File: src/design/dst_pkg.sv
// shared constants, types and helpers of the delimiter set tokenizer
package dst_pkg;

  localparam int MAX_DELIMS = 4;
  localparam int POS_BITS   = 16;
  localparam int NUM_DREGS  = 4;
  localparam int FIELD_W    = 16;
  localparam int CNT_W      = 3;
  localparam int APB_ADDR_W = 5;
  localparam int APB_DATA_W = 32;
  localparam int QDEPTH     = 4;
  localparam int QPTR_W     = $clog2(QDEPTH);

  localparam int NUM_ACTIVE = (MAX_DELIMS < NUM_DREGS) ? MAX_DELIMS : NUM_DREGS;

  typedef logic [FIELD_W-1:0] field_t;
  typedef logic [NUM_DREGS-1:0][FIELD_W-1:0] delim_set_t;

  // positions and counts stop here
  localparam field_t SAT_MAX = (POS_BITS >= FIELD_W) ? {FIELD_W{1'b1}} :
                               FIELD_W'((64'd1 << POS_BITS) - 64'd1);

  localparam logic KIND_WORD    = 1'b0;
  localparam logic KIND_SUMMARY = 1'b1;

  typedef enum logic [2:0] {
    REG_DELIM_COUNT = 3'd0,
    REG_DELIM_A     = 3'd1,
    REG_DELIM_B     = 3'd2,
    REG_DELIM_C     = 3'd3,
    REG_DELIM_D     = 3'd4
  } reg_idx_t;

  typedef struct packed {
    logic [CNT_W-1:0] count;
    delim_set_t       codes;
  } dst_cfg_t;

  // what one character leaves for the output side
  typedef struct packed {
    logic   has_word;
    field_t entry_index;
    field_t word_start;
    field_t word_length;
    logic   has_sum;
    field_t total;
  } dst_rec_t;

  function automatic field_t sat_inc(input field_t a);
    return (a >= SAT_MAX) ? SAT_MAX : a + field_t'(1);
  endfunction

endpackage

File: src/design/dst_in_if.sv
// character input channel
interface dst_in_if
  import dst_pkg::*;
();
  logic   valid;
  logic   ready;
  field_t ch;
  logic   last_char;

  modport source (output valid, ch, last_char, input ready);
  modport sink   (input valid, ch, last_char, output ready);
endinterface

File: src/design/dst_out_if.sv
// result output channel
interface dst_out_if
  import dst_pkg::*;
();
  logic   valid;
  logic   ready;
  logic   kind;
  field_t entry_index;
  field_t word_start;
  field_t word_length;
  field_t total_entries;
  logic   run_end;

  modport source (output valid, kind, entry_index, word_start, word_length, total_entries,
                  run_end, input ready);
  modport sink   (input valid, kind, entry_index, word_start, word_length, total_entries,
                  run_end, output ready);
endinterface

File: src/design/delimiter_set_tokenizer.sv
// Splits a character stream on a set of up to four delimiter codes. One character word is
// taken per clock while the queue has room; the front end matches it against the set and
// updates the per-string word state, so a character can follow in the very next cycle.
// Characters that produce results leave a record in a four-deep queue; the output stage
// sends one result per cycle while out_ready is high; a character that closes both a word and
// the string yields a word and then a summary, so the output port sets the sustained rate when
// such characters come densely. The delimiter set is written through the apb port at byte
// addresses 0 (count), 4, 8, 12 and 16, only while idle: the user's duty, not enforced by the block.
module delimiter_set_tokenizer
  import dst_pkg::*;
(
  input  logic                  clk,
  input  logic                  rst_n,
  dst_in_if.sink                in_chan,
  dst_out_if.source             out_chan,
  input  logic                  psel,
  input  logic                  penable,
  input  logic                  pwrite,
  input  logic [APB_ADDR_W-1:0] paddr,
  input  logic [APB_DATA_W-1:0] pwdata,
  output logic [APB_DATA_W-1:0] prdata,
  output logic                  pready
);

  dst_cfg_t cfg;
  logic     q_push;
  logic     q_pop;
  logic     q_full;
  logic     q_empty;
  dst_rec_t push_rec;
  dst_rec_t pop_rec;

  dst_regs u_regs (
    .clk     (clk),
    .rst_n   (rst_n),
    .psel    (psel),
    .penable (penable),
    .pwrite  (pwrite),
    .paddr   (paddr),
    .pwdata  (pwdata),
    .prdata  (prdata),
    .pready  (pready),
    .cfg     (cfg)
  );

  dst_front u_front (
    .clk      (clk),
    .rst_n    (rst_n),
    .cfg      (cfg),
    .in_valid (in_chan.valid),
    .in_ch    (in_chan.ch),
    .in_last  (in_chan.last_char),
    .in_ready (in_chan.ready),
    .q_full   (q_full),
    .q_push   (q_push),
    .q_rec    (push_rec)
  );

  dst_fifo u_fifo (
    .clk      (clk),
    .rst_n    (rst_n),
    .push     (q_push),
    .push_rec (push_rec),
    .pop      (q_pop),
    .pop_rec  (pop_rec),
    .full     (q_full),
    .empty    (q_empty)
  );

  dst_back u_back (
    .clk             (clk),
    .rst_n           (rst_n),
    .q_empty         (q_empty),
    .q_rec           (pop_rec),
    .q_pop           (q_pop),
    .out_ready       (out_chan.ready),
    .out_valid       (out_chan.valid),
    .out_kind        (out_chan.kind),
    .out_entry_index (out_chan.entry_index),
    .out_word_start  (out_chan.word_start),
    .out_word_length (out_chan.word_length),
    .out_total       (out_chan.total_entries),
    .out_run_end     (out_chan.run_end)
  );

  // queue never takes a record it has no room for
  assert property (@(posedge clk) disable iff (!rst_n) q_push |-> !q_full)
    else $error("record pushed into full queue");

  // summaries always close the results of a character
  assert property (@(posedge clk) disable iff (!rst_n)
    (out_chan.valid && out_chan.kind == KIND_SUMMARY) |-> out_chan.run_end)
    else $error("summary without run end");

  // every word record covers at least one character
  assert property (@(posedge clk) disable iff (!rst_n)
    (out_chan.valid && out_chan.kind == KIND_WORD) |-> (out_chan.word_length != '0))
    else $error("empty word record");

  // a record leaving the queue always yields a result
  assert property (@(posedge clk) disable iff (!rst_n) q_pop |=> out_chan.valid)
    else $error("popped record not presented");

endmodule

File: src/design/dst_regs.sv
// apb register block holding the delimiter set
module dst_regs
  import dst_pkg::*;
(
  input  logic                  clk,
  input  logic                  rst_n,
  input  logic                  psel,
  input  logic                  penable,
  input  logic                  pwrite,
  input  logic [APB_ADDR_W-1:0] paddr,
  input  logic [APB_DATA_W-1:0] pwdata,
  output logic [APB_DATA_W-1:0] prdata,
  output logic                  pready,
  output dst_cfg_t              cfg
);

  logic [CNT_W-1:0] count_r;
  delim_set_t       codes_r;
  reg_idx_t         idx;
  logic             wr_en;

  assign pready = 1'b1;
  assign idx    = reg_idx_t'(paddr[APB_ADDR_W-1:2]);
  assign wr_en  = psel && penable && pwrite && pready;

  always_ff @(posedge clk) begin
    if (!rst_n) begin
      count_r <= '0;
      codes_r <= '0;
    end else if (wr_en) begin
      case (idx)
        REG_DELIM_COUNT: count_r    <= pwdata[CNT_W-1:0];
        REG_DELIM_A:     codes_r[0] <= pwdata[FIELD_W-1:0];
        REG_DELIM_B:     codes_r[1] <= pwdata[FIELD_W-1:0];
        REG_DELIM_C:     codes_r[2] <= pwdata[FIELD_W-1:0];
        REG_DELIM_D:     codes_r[3] <= pwdata[FIELD_W-1:0];
        default: ;
      endcase
    end
  end

  always_comb begin
    case (idx)
      REG_DELIM_COUNT: prdata = APB_DATA_W'(count_r);
      REG_DELIM_A:     prdata = APB_DATA_W'(codes_r[0]);
      REG_DELIM_B:     prdata = APB_DATA_W'(codes_r[1]);
      REG_DELIM_C:     prdata = APB_DATA_W'(codes_r[2]);
      REG_DELIM_D:     prdata = APB_DATA_W'(codes_r[3]);
      default:         prdata = '0;
    endcase
  end

  assign cfg.count = count_r;
  assign cfg.codes = codes_r;

endmodule

File: src/design/dst_front.sv
// front end: delimiter match and per-string word tracking
module dst_front
  import dst_pkg::*;
(
  input  logic     clk,
  input  logic     rst_n,
  input  dst_cfg_t cfg,
  input  logic     in_valid,
  input  field_t   in_ch,
  input  logic     in_last,
  output logic     in_ready,
  input  logic     q_full,
  output logic     q_push,
  output dst_rec_t q_rec
);

  field_t pos_r, pos_nxt;
  logic   in_word_r, in_word_nxt;
  logic   after_r, after_nxt;
  field_t start_r, start_nxt;
  field_t len_r, len_nxt;
  field_t cnt_r, cnt_nxt;
  logic   hit;
  logic   accept;

  assign in_ready = !q_full;
  assign accept   = in_valid && in_ready;

  // parallel compare against the active part of the set
  always_comb begin
    hit = 1'b0;
    for (int i = 0; i < NUM_DREGS; i++) begin
      if (i < NUM_ACTIVE && i < int'(cfg.count) && cfg.codes[i] == in_ch) hit = 1'b1;
    end
  end

  always_comb begin
    pos_nxt     = pos_r;
    in_word_nxt = in_word_r;
    after_nxt   = after_r;
    start_nxt   = start_r;
    len_nxt     = len_r;
    cnt_nxt     = cnt_r;
    q_rec       = '0;

    if (in_word_r) begin
      if (hit) begin
        q_rec.has_word    = 1'b1;
        q_rec.entry_index = cnt_r;
        q_rec.word_start  = start_r;
        q_rec.word_length = len_r;
        cnt_nxt           = sat_inc(cnt_r);
        after_nxt         = 1'b1;
        in_word_nxt       = 1'b0;
      end else begin
        len_nxt = sat_inc(len_r);
      end
    end else if (hit) begin
      if (after_r) cnt_nxt = sat_inc(cnt_r);
      else after_nxt = 1'b1;
    end else begin
      // word opens, taking in the delimiter just before it
      in_word_nxt = 1'b1;
      start_nxt   = (after_r && pos_r != '0) ? pos_r - field_t'(1) : pos_r;
      len_nxt     = after_r ? field_t'(2) : field_t'(1);
    end

    if (in_last) begin
      q_rec.has_sum = 1'b1;
      if (in_word_nxt) begin
        q_rec.has_word    = 1'b1;
        q_rec.entry_index = cnt_nxt;
        q_rec.word_start  = start_nxt;
        q_rec.word_length = len_nxt;
        q_rec.total       = sat_inc(cnt_nxt);
      end else begin
        q_rec.total = after_nxt ? sat_inc(cnt_nxt) : cnt_nxt;
      end
      pos_nxt     = '0;
      in_word_nxt = 1'b0;
      after_nxt   = 1'b0;
      start_nxt   = '0;
      len_nxt     = '0;
      cnt_nxt     = '0;
    end else begin
      pos_nxt = sat_inc(pos_r);
    end
  end

  assign q_push = accept && (q_rec.has_word || q_rec.has_sum);

  always_ff @(posedge clk) begin
    if (!rst_n) begin
      pos_r     <= '0;
      in_word_r <= 1'b0;
      after_r   <= 1'b0;
      start_r   <= '0;
      len_r     <= '0;
      cnt_r     <= '0;
    end else if (accept) begin
      pos_r     <= pos_nxt;
      in_word_r <= in_word_nxt;
      after_r   <= after_nxt;
      start_r   <= start_nxt;
      len_r     <= len_nxt;
      cnt_r     <= cnt_nxt;
    end
  end

endmodule

File: src/design/dst_fifo.sv
// short record queue between front and back
module dst_fifo
  import dst_pkg::*;
(
  input  logic     clk,
  input  logic     rst_n,
  input  logic     push,
  input  dst_rec_t push_rec,
  input  logic     pop,
  output dst_rec_t pop_rec,
  output logic     full,
  output logic     empty
);

  dst_rec_t          mem_r [QDEPTH];
  logic [QPTR_W-1:0] wr_ptr_r;
  logic [QPTR_W-1:0] rd_ptr_r;
  logic [QPTR_W:0]   cnt_r;
  logic              do_push;
  logic              do_pop;

  assign full    = (cnt_r == (QPTR_W+1)'(QDEPTH));
  assign empty   = (cnt_r == '0);
  assign do_push = push && !full;
  assign do_pop  = pop && !empty;
  assign pop_rec = mem_r[rd_ptr_r];

  always_ff @(posedge clk) begin
    if (do_push) mem_r[wr_ptr_r] <= push_rec;
  end

  always_ff @(posedge clk) begin
    if (!rst_n) begin
      wr_ptr_r <= '0;
      rd_ptr_r <= '0;
      cnt_r    <= '0;
    end else begin
      if (do_push) wr_ptr_r <= wr_ptr_r + QPTR_W'(1);
      if (do_pop)  rd_ptr_r <= rd_ptr_r + QPTR_W'(1);
      case ({do_push, do_pop})
        2'b10:   cnt_r <= cnt_r + (QPTR_W+1)'(1);
        2'b01:   cnt_r <= cnt_r - (QPTR_W+1)'(1);
        default: cnt_r <= cnt_r;
      endcase
    end
  end

endmodule

File: src/design/dst_back.sv
// back end: expands queued records into output words
module dst_back
  import dst_pkg::*;
(
  input  logic     clk,
  input  logic     rst_n,
  input  logic     q_empty,
  input  dst_rec_t q_rec,
  output logic     q_pop,
  input  logic     out_ready,
  output logic     out_valid,
  output logic     out_kind,
  output field_t   out_entry_index,
  output field_t   out_word_start,
  output field_t   out_word_length,
  output field_t   out_total,
  output logic     out_run_end
);

  logic   valid_r;
  logic   kind_r;
  field_t idx_r;
  field_t start_r;
  field_t len_r;
  field_t total_r;
  logic   run_end_r;
  logic   sum_left_r;
  field_t held_total_r;
  logic   can_load;

  assign can_load = !valid_r || out_ready;
  assign q_pop    = can_load && !sum_left_r && !q_empty;

  always_ff @(posedge clk) begin
    if (!rst_n) begin
      valid_r    <= 1'b0;
      sum_left_r <= 1'b0;
    end else if (can_load) begin
      if (sum_left_r) begin
        valid_r    <= 1'b1;
        sum_left_r <= 1'b0;
      end else if (!q_empty) begin
        valid_r    <= 1'b1;
        sum_left_r <= q_rec.has_word && q_rec.has_sum;
      end else begin
        valid_r <= 1'b0;
      end
    end
  end

  always_ff @(posedge clk) begin
    if (can_load) begin
      if (sum_left_r || (!q_empty && !q_rec.has_word)) begin
        kind_r    <= KIND_SUMMARY;
        idx_r     <= '0;
        start_r   <= '0;
        len_r     <= '0;
        total_r   <= sum_left_r ? held_total_r : q_rec.total;
        run_end_r <= 1'b1;
      end else begin
        kind_r       <= KIND_WORD;
        idx_r        <= q_rec.entry_index;
        start_r      <= q_rec.word_start;
        len_r        <= q_rec.word_length;
        total_r      <= '0;
        run_end_r    <= !q_rec.has_sum;
        held_total_r <= q_rec.total;
      end
    end
  end

  assign out_valid       = valid_r;
  assign out_kind        = kind_r;
  assign out_entry_index = idx_r;
  assign out_word_start  = start_r;
  assign out_word_length = len_r;
  assign out_total       = total_r;
  assign out_run_end     = run_end_r;

endmodule
File: src/flat_wrapper.sv
// flat-port wrapper written by rule: the top's interface ports become plain ports
module delimiter_set_tokenizer_flat import dst_pkg::*;
  (clk, rst_n, psel, penable, pwrite, paddr, pwdata, prdata, pready, in_chan_valid, in_chan_ch, in_chan_last_char, in_chan_ready, out_chan_valid, out_chan_kind, out_chan_entry_index, out_chan_word_start, out_chan_word_length, out_chan_total_entries, out_chan_run_end, out_chan_ready);
  dst_in_if in_chan_i ();
  dst_out_if out_chan_i ();
  input  logic clk;
  input  logic rst_n;
  input  logic psel;
  input  logic penable;
  input  logic pwrite;
  input  logic [APB_ADDR_W-1:0] paddr;
  input  logic [APB_DATA_W-1:0] pwdata;
  output logic [APB_DATA_W-1:0] prdata;
  output logic pready;
  input wire logic [$bits(in_chan_i.valid)-1:0] in_chan_valid;
  input wire logic [$bits(in_chan_i.ch)-1:0] in_chan_ch;
  input wire logic [$bits(in_chan_i.last_char)-1:0] in_chan_last_char;
  output wire logic [$bits(in_chan_i.ready)-1:0] in_chan_ready;
  output wire logic [$bits(out_chan_i.valid)-1:0] out_chan_valid;
  output wire logic [$bits(out_chan_i.kind)-1:0] out_chan_kind;
  output wire logic [$bits(out_chan_i.entry_index)-1:0] out_chan_entry_index;
  output wire logic [$bits(out_chan_i.word_start)-1:0] out_chan_word_start;
  output wire logic [$bits(out_chan_i.word_length)-1:0] out_chan_word_length;
  output wire logic [$bits(out_chan_i.total_entries)-1:0] out_chan_total_entries;
  output wire logic [$bits(out_chan_i.run_end)-1:0] out_chan_run_end;
  input wire logic [$bits(out_chan_i.ready)-1:0] out_chan_ready;
  assign in_chan_i.valid = in_chan_valid;
  assign in_chan_i.ch = in_chan_ch;
  assign in_chan_i.last_char = in_chan_last_char;
  assign in_chan_ready = in_chan_i.ready;
  assign out_chan_valid = out_chan_i.valid;
  assign out_chan_kind = out_chan_i.kind;
  assign out_chan_entry_index = out_chan_i.entry_index;
  assign out_chan_word_start = out_chan_i.word_start;
  assign out_chan_word_length = out_chan_i.word_length;
  assign out_chan_total_entries = out_chan_i.total_entries;
  assign out_chan_run_end = out_chan_i.run_end;
  assign out_chan_i.ready = out_chan_ready;
  delimiter_set_tokenizer u_core (.clk(clk), .rst_n(rst_n), .in_chan(in_chan_i), .out_chan(out_chan_i), .psel(psel), .penable(penable), .pwrite(pwrite), .paddr(paddr), .pwdata(pwdata), .prdata(prdata), .pready(pready));
endmodule
File: config.mk
export PLATFORM = sky130hd
export DESIGN_NAME = delimiter_set_tokenizer_flat
export DESIGN_NICKNAME = d
export VERILOG_FILES = /design/src/design/dst_pkg.sv /design/src/design/dst_in_if.sv /design/src/design/dst_out_if.sv /design/src/design/delimiter_set_tokenizer.sv /design/src/design/dst_regs.sv /design/src/design/dst_front.sv /design/src/design/dst_fifo.sv /design/src/design/dst_back.sv /design/src/flat_wrapper.sv
export SDC_FILE = /design/constraint.sdc
export NUM_CORES = 1
export LEC_CHECK = 0
export BUFFER_PORTS_ARGS = -buffer_cell sky130_fd_sc_hd__buf_2
export CAP_MARGIN = 20
export CORE_MARGIN = 2
export CORE_UTILIZATION = 35
export CTS_BUF_LIST = sky130_fd_sc_hd__clkbuf_16
export CTS_CLUSTER_SIZE = 8
export DETAILED_ROUTE_END_ITERATION = 8
export PLACE_DENSITY_LB_ADDON = 0.12
export SLEW_MARGIN = 10
export SYNTH_ARGS = -nofsm -noshare
export SYNTH_HDL_FRONTEND = slang
export SYNTH_SLANG_ARGS = --single-unit
File: constraint.sdc
create_clock -name clk -period 6.2 [get_ports clk]
set_clock_uncertainty 0.2 [all_clocks]
set_input_delay 0.93 -clock clk [delete_from_list [all_inputs] [get_ports clk]]
set_output_delay 0.93 -clock clk [all_outputs]
set_load 0.01 [all_outputs]
### Yosys cells after proc, flatten, opt, wreduce, memory -nomap -nowiden

Memory sizes are Yosys's and may differ from the RTL's. A register that Yosys moved wholly into a read port is not among the register bits.
Index checks and enable logic that the tools add are counted.

* multiplexer cells: 45
* magnitude comparators: 8
* equal/unequal tests: 11
* reductions and logical operators: 34
* bitwise gates (word level): 1
* $add $sub $neg: 9

Operators by type and width (count)
* 16-bit two-way mux: 21
* 49-bit two-way mux: 3
* 16-bit case mux with 5 select lines: 1
* 66-bit two-way mux: 1
* 16-bit by 1-bit adder with 16-bit output (second input constant): 4
* 16-bit == test: 4
* 16-bit greater-or-equal comparator (second input constant): 4
* 16-bit nonzero test: 1
* 16-bit by 1-bit subtractor with 16-bit output (second input constant): 1
* 1-bit logical AND: 15
* 1-bit two-way mux: 15
* 2-bit AND reduction: 6
* 3-bit by 2-bit == test with 1-bit output (second input constant): 2
* 3-bit == test (second input constant): 2
* 1-bit logical NOT: 6
* 3-bit logical NOT: 2
* 1-bit by 3-bit < comparator with 1-bit output (first input constant): 2
* 2-bit by 3-bit < comparator with 1-bit output (first input constant): 2
* 2-bit two-way mux: 3
* 3-bit case mux with 2 select lines: 1
* 2-bit by 1-bit adder with 2-bit output (second input constant): 2
* 3-bit by 1-bit adder with 3-bit output (second input constant): 1
* 3-bit by 1-bit == test with 1-bit output (second input constant): 1
* 1-bit logical OR: 3
* other kinds (5): 5

* flip-flop bits (word level): 224
* memories kept: 1
* bits in writable memories: 264
* word-level logic and storage cells: 132
* bits of input ports: 61

Memories
* u_core.u_fifo.mem_r: words 4, width 66, rd ports 1, clocked after Yosys merged registers in 1, write ports 1, line dst_fifo.sv:15 `dst_rec_t mem_r [QDEPTH];`

### Logic depth before layout (Yosys ltp)

* depth in word-level cells: 18
* gate-level depth with buffers: 17

### Modules after synthesis

Synthesis repeated with hierarchy kept, for this count alone.

* cells, all modules: 1729
* area total of the unflattened synthesis: 22347.7 sq um

By module, submodules not included
* dst_fifo: times used 1, cells an instance 398, area each 10007.1 sq um
* dst_front: times used 1, cells an instance 823, area each 6089.6 sq um
* dst_regs: times used 1, cells an instance 339, area each 3153.0 sq um
* dst_back: times used 1, cells an instance 169, area each 3098.0 sq um

### Worst setup path before layout

No wires, ideal clock.

* kind: input to register
* start: input port in_chan_ch[5]
* end: memory u_core.u_fifo.mem_r[0][0] (netlist name), enable pin
* slack: 1195 ps
* stages on the path: 11
* library setup time: 431 ps
* arrival time: 4374 ps
* required time: 5569 ps
* path buffers: 3
* cell sequence: buf_2 -> xor2_1 -> nor4_2 -> nand4_1 -> o22ai_2 -> or2_1 -> buf_2 -> buf_2 -> nand2_1 -> a21oi_1 -> and2_1

* longest elaborated chain between the ends: 15
* elaborated cells on any way between the ends: 21
* those cells by class: eq/ne (4); mux (10); reduce/logical (7)

Ends and longest elaborated chain
* start, declared: line flat_wrapper.sv:16 `input wire logic [$bits(in_chan_i.ch)-1:0] in_chan_ch;`
* 16-bit == test: line dst_front.sv:33 `if (i < NUM_ACTIVE && i < int'(cfg.count) && cfg.codes[i] == in_ch) hit = 1'b1;`
* 1-bit logical AND: line dst_front.sv:33
* 1-bit two-way mux (3 in series): line dst_front.sv:33
* 1-bit two-way mux *: line dst_front.sv:33
* 49-bit two-way mux: line dst_front.sv:47 `if (hit) begin`
* 49-bit two-way mux: line dst_front.sv:46 `if (in_word_r) begin`
* 49-bit two-way mux: line dst_front.sv:70 `if (in_word_nxt) begin`
* 66-bit two-way mux *: line dst_front.sv:68 `if (in_last) begin`
* 1-bit logical OR *: line dst_front.sv:90 `assign q_push = accept && (q_rec.has_word || q_rec.has_sum);`
* 1-bit logical AND *: line dst_front.sv:90
* 1-bit logical AND *: line dst_fifo.sv:24 `assign do_push = push && !full;`
* 1-bit two-way mux *: line dst_fifo.sv:29 `if (do_push) mem_r[wr_ptr_r] <= push_rec;`
* 1-bit two-way mux (implied by the code) *: line dst_fifo.sv:29
* end, declared: line dst_fifo.sv:15

Every way passes the cells marked *; elsewhere a longest branch is shown, timed or not.

==> metrics.txt <==
# TYPE chip_impl_metric gauge
chip_impl_info{name="outcome",value="finished, final reports clean"} 1
chip_impl_info{name="cts_tree",value="done"} 1
chip_impl_metric{name="post-dp-hpwl",unit="mm"} 36.0
chip_impl_metric{name="async_reset_ff_share",unit="%"} 0
chip_impl_metric{name="gp_routability_congestion",unit=""} 0.858
chip_impl_metric{name="synthesis.area_per_instance",unit="um2"} 12.2
chip_impl_metric{name="synth_top_area_share",unit="%"} 46.7
chip_impl_info{name="cell_at_the_root_of_the_clock_tree",value="sky130_fd_sc_hd__clkbuf_16"} 1
chip_impl_metric{name="timing.reg2reg.worst_path_depth",unit=""} 9
chip_impl_metric{name="worstPathArrival",unit="ps"} 4550
chip_impl_metric{name="post-route-drc-count",unit=""} 0
chip_impl_metric{name="antenna_cells_inserted",unit=""} 0
chip_impl_metric{name="setup_viol",unit=""} 0
chip_impl_metric{name="cts_hold_repair.buffers",unit=""} 0
chip_impl_metric{name="multiInputGateArea",unit="mm2"} 0.00840
chip_impl_metric{name="area.sequential",unit="mm2"} 0.0133
chip_impl_metric{name="nNetsFinal",unit=""} 2022
chip_impl_metric{name="layout-area-overhead-vs-synth",unit="%"} 16.3
chip_impl_info{name="worst_hold_path_type",value="register to register"} 1
chip_impl_metric{name="power_density",unit="mW/mm2"} 355
chip_impl_metric{name="grt_overflow_total",unit=""} 0
chip_impl_metric{name="detailroute.via_count",unit=""} 14400
chip_impl_info{name="min_to",value="u_core.u_regs.cfg[54]"} 1
chip_impl_metric{name="cts.htree.levels",unit=""} 3
chip_impl_metric{name="cts_resized",unit=""} 0
chip_impl_info{name="crit_chain",value="buf_2 -> xor2_1 -> nor4_1 -> nand3_1 -> o32ai_4 -> o21a_1 -> nor2_1 -> a31oi_1 -> ha_1 -> nand4_4 -> or3_1 -> a21oi_2"} 1
chip_impl_info{name="synth.largest_area_cell",value="sky130_fd_sc_hd__edfxtp_1"} 1
chip_impl_info{name="worstHoldStart",value="u_core.u_regs.cfg[54]"} 1
chip_impl_metric{name="cts.repair_timing.setup_buffer_count",unit=""} 0
chip_impl_metric{name="cts_buffer_depth",unit=""} 3
chip_impl_metric{name="max_freq",unit="MHz"} 228
chip_impl_metric{name="period_share",unit="%"} 70.6
chip_impl_metric{name="r2r_setup_slack",unit="ps"} 1960
chip_impl_metric{name="finalCriticalPeriod",unit="ps"} 4380
chip_impl_metric{name="final-instance-count-excl-fill",unit=""} 2846
chip_impl_metric{name="initialDrtViolationCount",unit=""} 932
chip_impl_metric{name="numCtsBuffers",unit=""} 71
chip_impl_metric{name="core.rowCount",unit=""} 92
chip_impl_metric{name="detailed_route_vias_per_instance",unit=""} 5.06
chip_impl_metric{name="fin_tns_setup",unit="ps"} 0
chip_impl_metric{name="fillCellCount",unit=""} 5963
chip_impl_metric{name="cp_data_required_time",unit="ps"} 6370
chip_impl_metric{name="clk_transition_reported_paths",unit="ps"} 50
chip_impl_metric{name="grt_first_pass_wirelength",unit="mm"} 86.7
chip_impl_metric{name="vdd.ir_drop.worst",unit="mV"} 0.196
chip_impl_metric{name="detail_route.first_pass.iterations",unit=""} 6
chip_impl_metric{name="max_slew.worst_pin.slew",unit="ps"} 1040
chip_impl_info{name="synth_top_cells_by_area",value="sky130_fd_sc_hd__edfxtp_1 (47%), sky130_fd_sc_hd__dfxtp_1 (13%), sky130_fd_sc_hd__mux4_2 (6.7%)"} 1
chip_impl_info{name="crit-reg2reg-launch",value="u_core.u_front.cnt_r[0]"} 1
chip_impl_metric{name="synth_cell_types",unit=""} 86
chip_impl_info{name="worstSetupPathType",value="primary input to register"} 1
chip_impl_metric{name="number_of_input_and_output_port_buffers_inserted",unit=""} 126
chip_impl_metric{name="synth_seq_area_share",unit="%"} 59.7
chip_impl_info{name="r2r-end",value="u_core.u_fifo.mem_r[0][11]"} 1
chip_impl_metric{name="pre_cts_slack",unit="ps"} 1270
chip_impl_metric{name="timing.slew.headroom",unit="%"} 30.8
chip_impl_metric{name="clock_insertion_delay_worst_skew",unit="ps"} 590
chip_impl_info{name="most_common_library_cell_in_the_layout_ignoring_fill_and_taps",value="sky130_fd_sc_hd__edfxtp_1"} 1
chip_impl_metric{name="io-pin-count",unit=""} 162
chip_impl_metric{name="final-max-slew-violation-count",unit=""} 0
chip_impl_metric{name="floorplan.die_area",unit="mm2"} 0.0656
chip_impl_metric{name="dieHeight",unit="um"} 256
chip_impl_info{name="worst_setup_path_end_kind",value="register"} 1
chip_impl_metric{name="drt_wl_total",unit="mm"} 55.8
chip_impl_metric{name="timing.hold.worst_path_depth",unit=""} 2
chip_impl_metric{name="numPlacedInstances",unit=""} 2723
chip_impl_metric{name="numClockSinks",unit=""} 490
chip_impl_metric{name="core-area",unit="mm2"} 0.0630
chip_impl_metric{name="final_hold_viol_count",unit=""} 0
chip_impl_info{name="worst_setup_path_start_kind",value="primary input"} 1
chip_impl_metric{name="hold-worst-slack",unit="ps"} 294
chip_impl_metric{name="drt.antenna.violating_nets",unit=""} 0
chip_impl_metric{name="postLayoutSetupSlackWorst",unit="ps"} 1820
chip_impl_metric{name="max_incr_delay_on_cp",unit="ps"} 570
chip_impl_metric{name="synth_seq_cells",unit=""} 490
chip_impl_metric{name="grt_usage",unit="%"} 17.1
chip_impl_metric{name="synth_area",unit="mm2"} 0.0222
chip_impl_metric{name="p_leak",unit="nW"} 8.94
chip_impl_metric{name="netlist_instances",unit=""} 1823
chip_impl_metric{name="layout-drive-gt1-share",unit="%"} 18.7
chip_impl_info{name="unrepaired_setup_endpoints_after_global_routing",value="false"} 1
chip_impl_info{name="critPathSlowestCell",value="sky130_fd_sc_hd__or3_1"} 1
chip_impl_info{name="yosys_most_used_dff",value="sky130_fd_sc_hd__edfxtp_1"} 1
chip_impl_metric{name="crit_fanout",unit=""} 10
chip_impl_metric{name="synth-edff-count",unit=""} 346
chip_impl_metric{name="finalCoreUtilization",unit="%"} 41.1
chip_impl_metric{name="antenna_found_initial",unit=""} 2
chip_impl_info{name="mostFrequentLayoutCells",value="sky130_fd_sc_hd__edfxtp_1 (346), sky130_fd_sc_hd__nand2_1 (264), sky130_fd_sc_hd__dfxtp_1 (142)"} 1
chip_impl_metric{name="maximum_number_of_pins_on_one_net_before_global_route_repair",unit=""} 109
chip_impl_metric{name="number_of_global_route_vias_before_repair",unit=""} 14600
chip_impl_metric{name="maxCapViolCount",unit=""} 0
chip_impl_metric{name="yosys_warnings",unit=""} 0
chip_impl_metric{name="width_of_the_chip",unit="um"} 256
chip_impl_metric{name="initial_core_util",unit="%"} 35.3
chip_impl_metric{name="detail_route.wl_per_cell",unit="um"} 19.6
## cell usage after synthesis (all sizes together) (3+ instances only)
cell type  count
o21a           7
a22oi         25
a22o           3
and2          58
o221a          6
nand2        264
xnor2         43
nor3          27
a211oi         3
inv           22
nor4          14
ha            10
dfxtp        144
or3           11
or2            4
a21boi        59
o41ai          4
a31oi          9
and4           4
and3          15
clkbuf        81
o22ai          4
edfxtp       346
a21oi         77
a21o           6
buf           42
nor3b         10
nand3b         5
nand3         42
nor2          56
mux4          66
nand4         19
mux2          18
mux2i         31
o21ai        116
xor2          46
nor2b         88
## critical path, delay by kind of cell
family	cells	cell delay [ps]
simple gates	5	1590
compound gates	4	1350
fa+ha+maj	1	370
xor+xnor	1	150
buf+inv	1	140
## area by class of cell
class | instances | share of cell area, %
clock buffer | 74 | 7.16
clock inverter | 49 | 0.799
inverter | 23 | 0.339
multi-input combinational | 1202 | 32.5
sequential | 490 | 51.4
tap | 846 | 4.10
timing repair buffer | 162 | 3.75
## per-stage QoR
stage | power [mW] | cell area, um2
2_1_floorplan | 5.15 | 22300
3_3_place_gp | 5.75 | 23800
3_5_place_dp | 5.79 | 23800
4_1_cts | 9.36 | 25800
5_1_grt | 9.64 | 25800
6_report | 9.18 | 25800
## worst max-delay path by stage
stage / start / endpoint / slack [ps] / depth (start not counted)
floorplan: in_chan_ch[5] / u_core.u_fifo.mem_r[0][0] / 1200 / 11
global placement: in_chan_ch[0] / u_core.u_fifo.mem_r[1][49] / 1300 / 11
detailed placement: in_chan_ch[0] / u_core.u_fifo.mem_r[0][15] / 1270 / 12
CTS: in_chan_ch[4] / u_core.u_fifo.mem_r[0][15] / 1850 / 12
global route: in_chan_ch[0] / u_core.u_fifo.mem_r[2][15] / 1530 / 11
finish: in_chan_ch[4] / u_core.u_fifo.mem_r[0][11] / 1820 / 12
## registers in the layout (all words and copies together) (netlist names), 16 cells and up, named ones only
name / cells
u_core.u_front.start_r: 16
u_core.u_back.out_word_length: 16
u_core.u_back.out_entry_index: 16
u_core.u_back.out_total: 16
u_core.u_front.len_r: 16
u_core.u_regs.cfg: 64
u_core.u_fifo.mem_r: 264
u_core.u_front.cnt_r: 16
u_core.u_back.out_word_start: 16
u_core.u_front.pos_r: 16
u_core.u_back.held_total_r: 16
## power breakdown
group,internal [mW],switching (mW),total [mW],leakage (nW)
Clock,2.13,1.39,3.51,1.17
Sequential,3.98,0.137,4.11,4.45
Combinational,0.631,0.919,1.55,3.32
## kinds of logic after synthesis
logic type	count (synthesis)	synth area share, %
multiplexers	115	9.01
AND/OR/NAND/NOR	627	14.2
flip-flops	490	59.7
adder cells (fa/ha/maj)	11	0.653
AO/OA/AOI/OAI	343	9.97
buffers and inverters	146	2.95
other	2	0.0338
XOR/XNOR	89	3.51
## routing by layer
metal	wire length [um]	GRT usage, %	vias to the layer above
met5	24	0	-
met4	1030	5.04	4
met3	2360	3.01	75
met2	26500	28.2	313
met1	25800	23.0	7089
li1	-	-	6915
(Power assumes the default switching activity.)
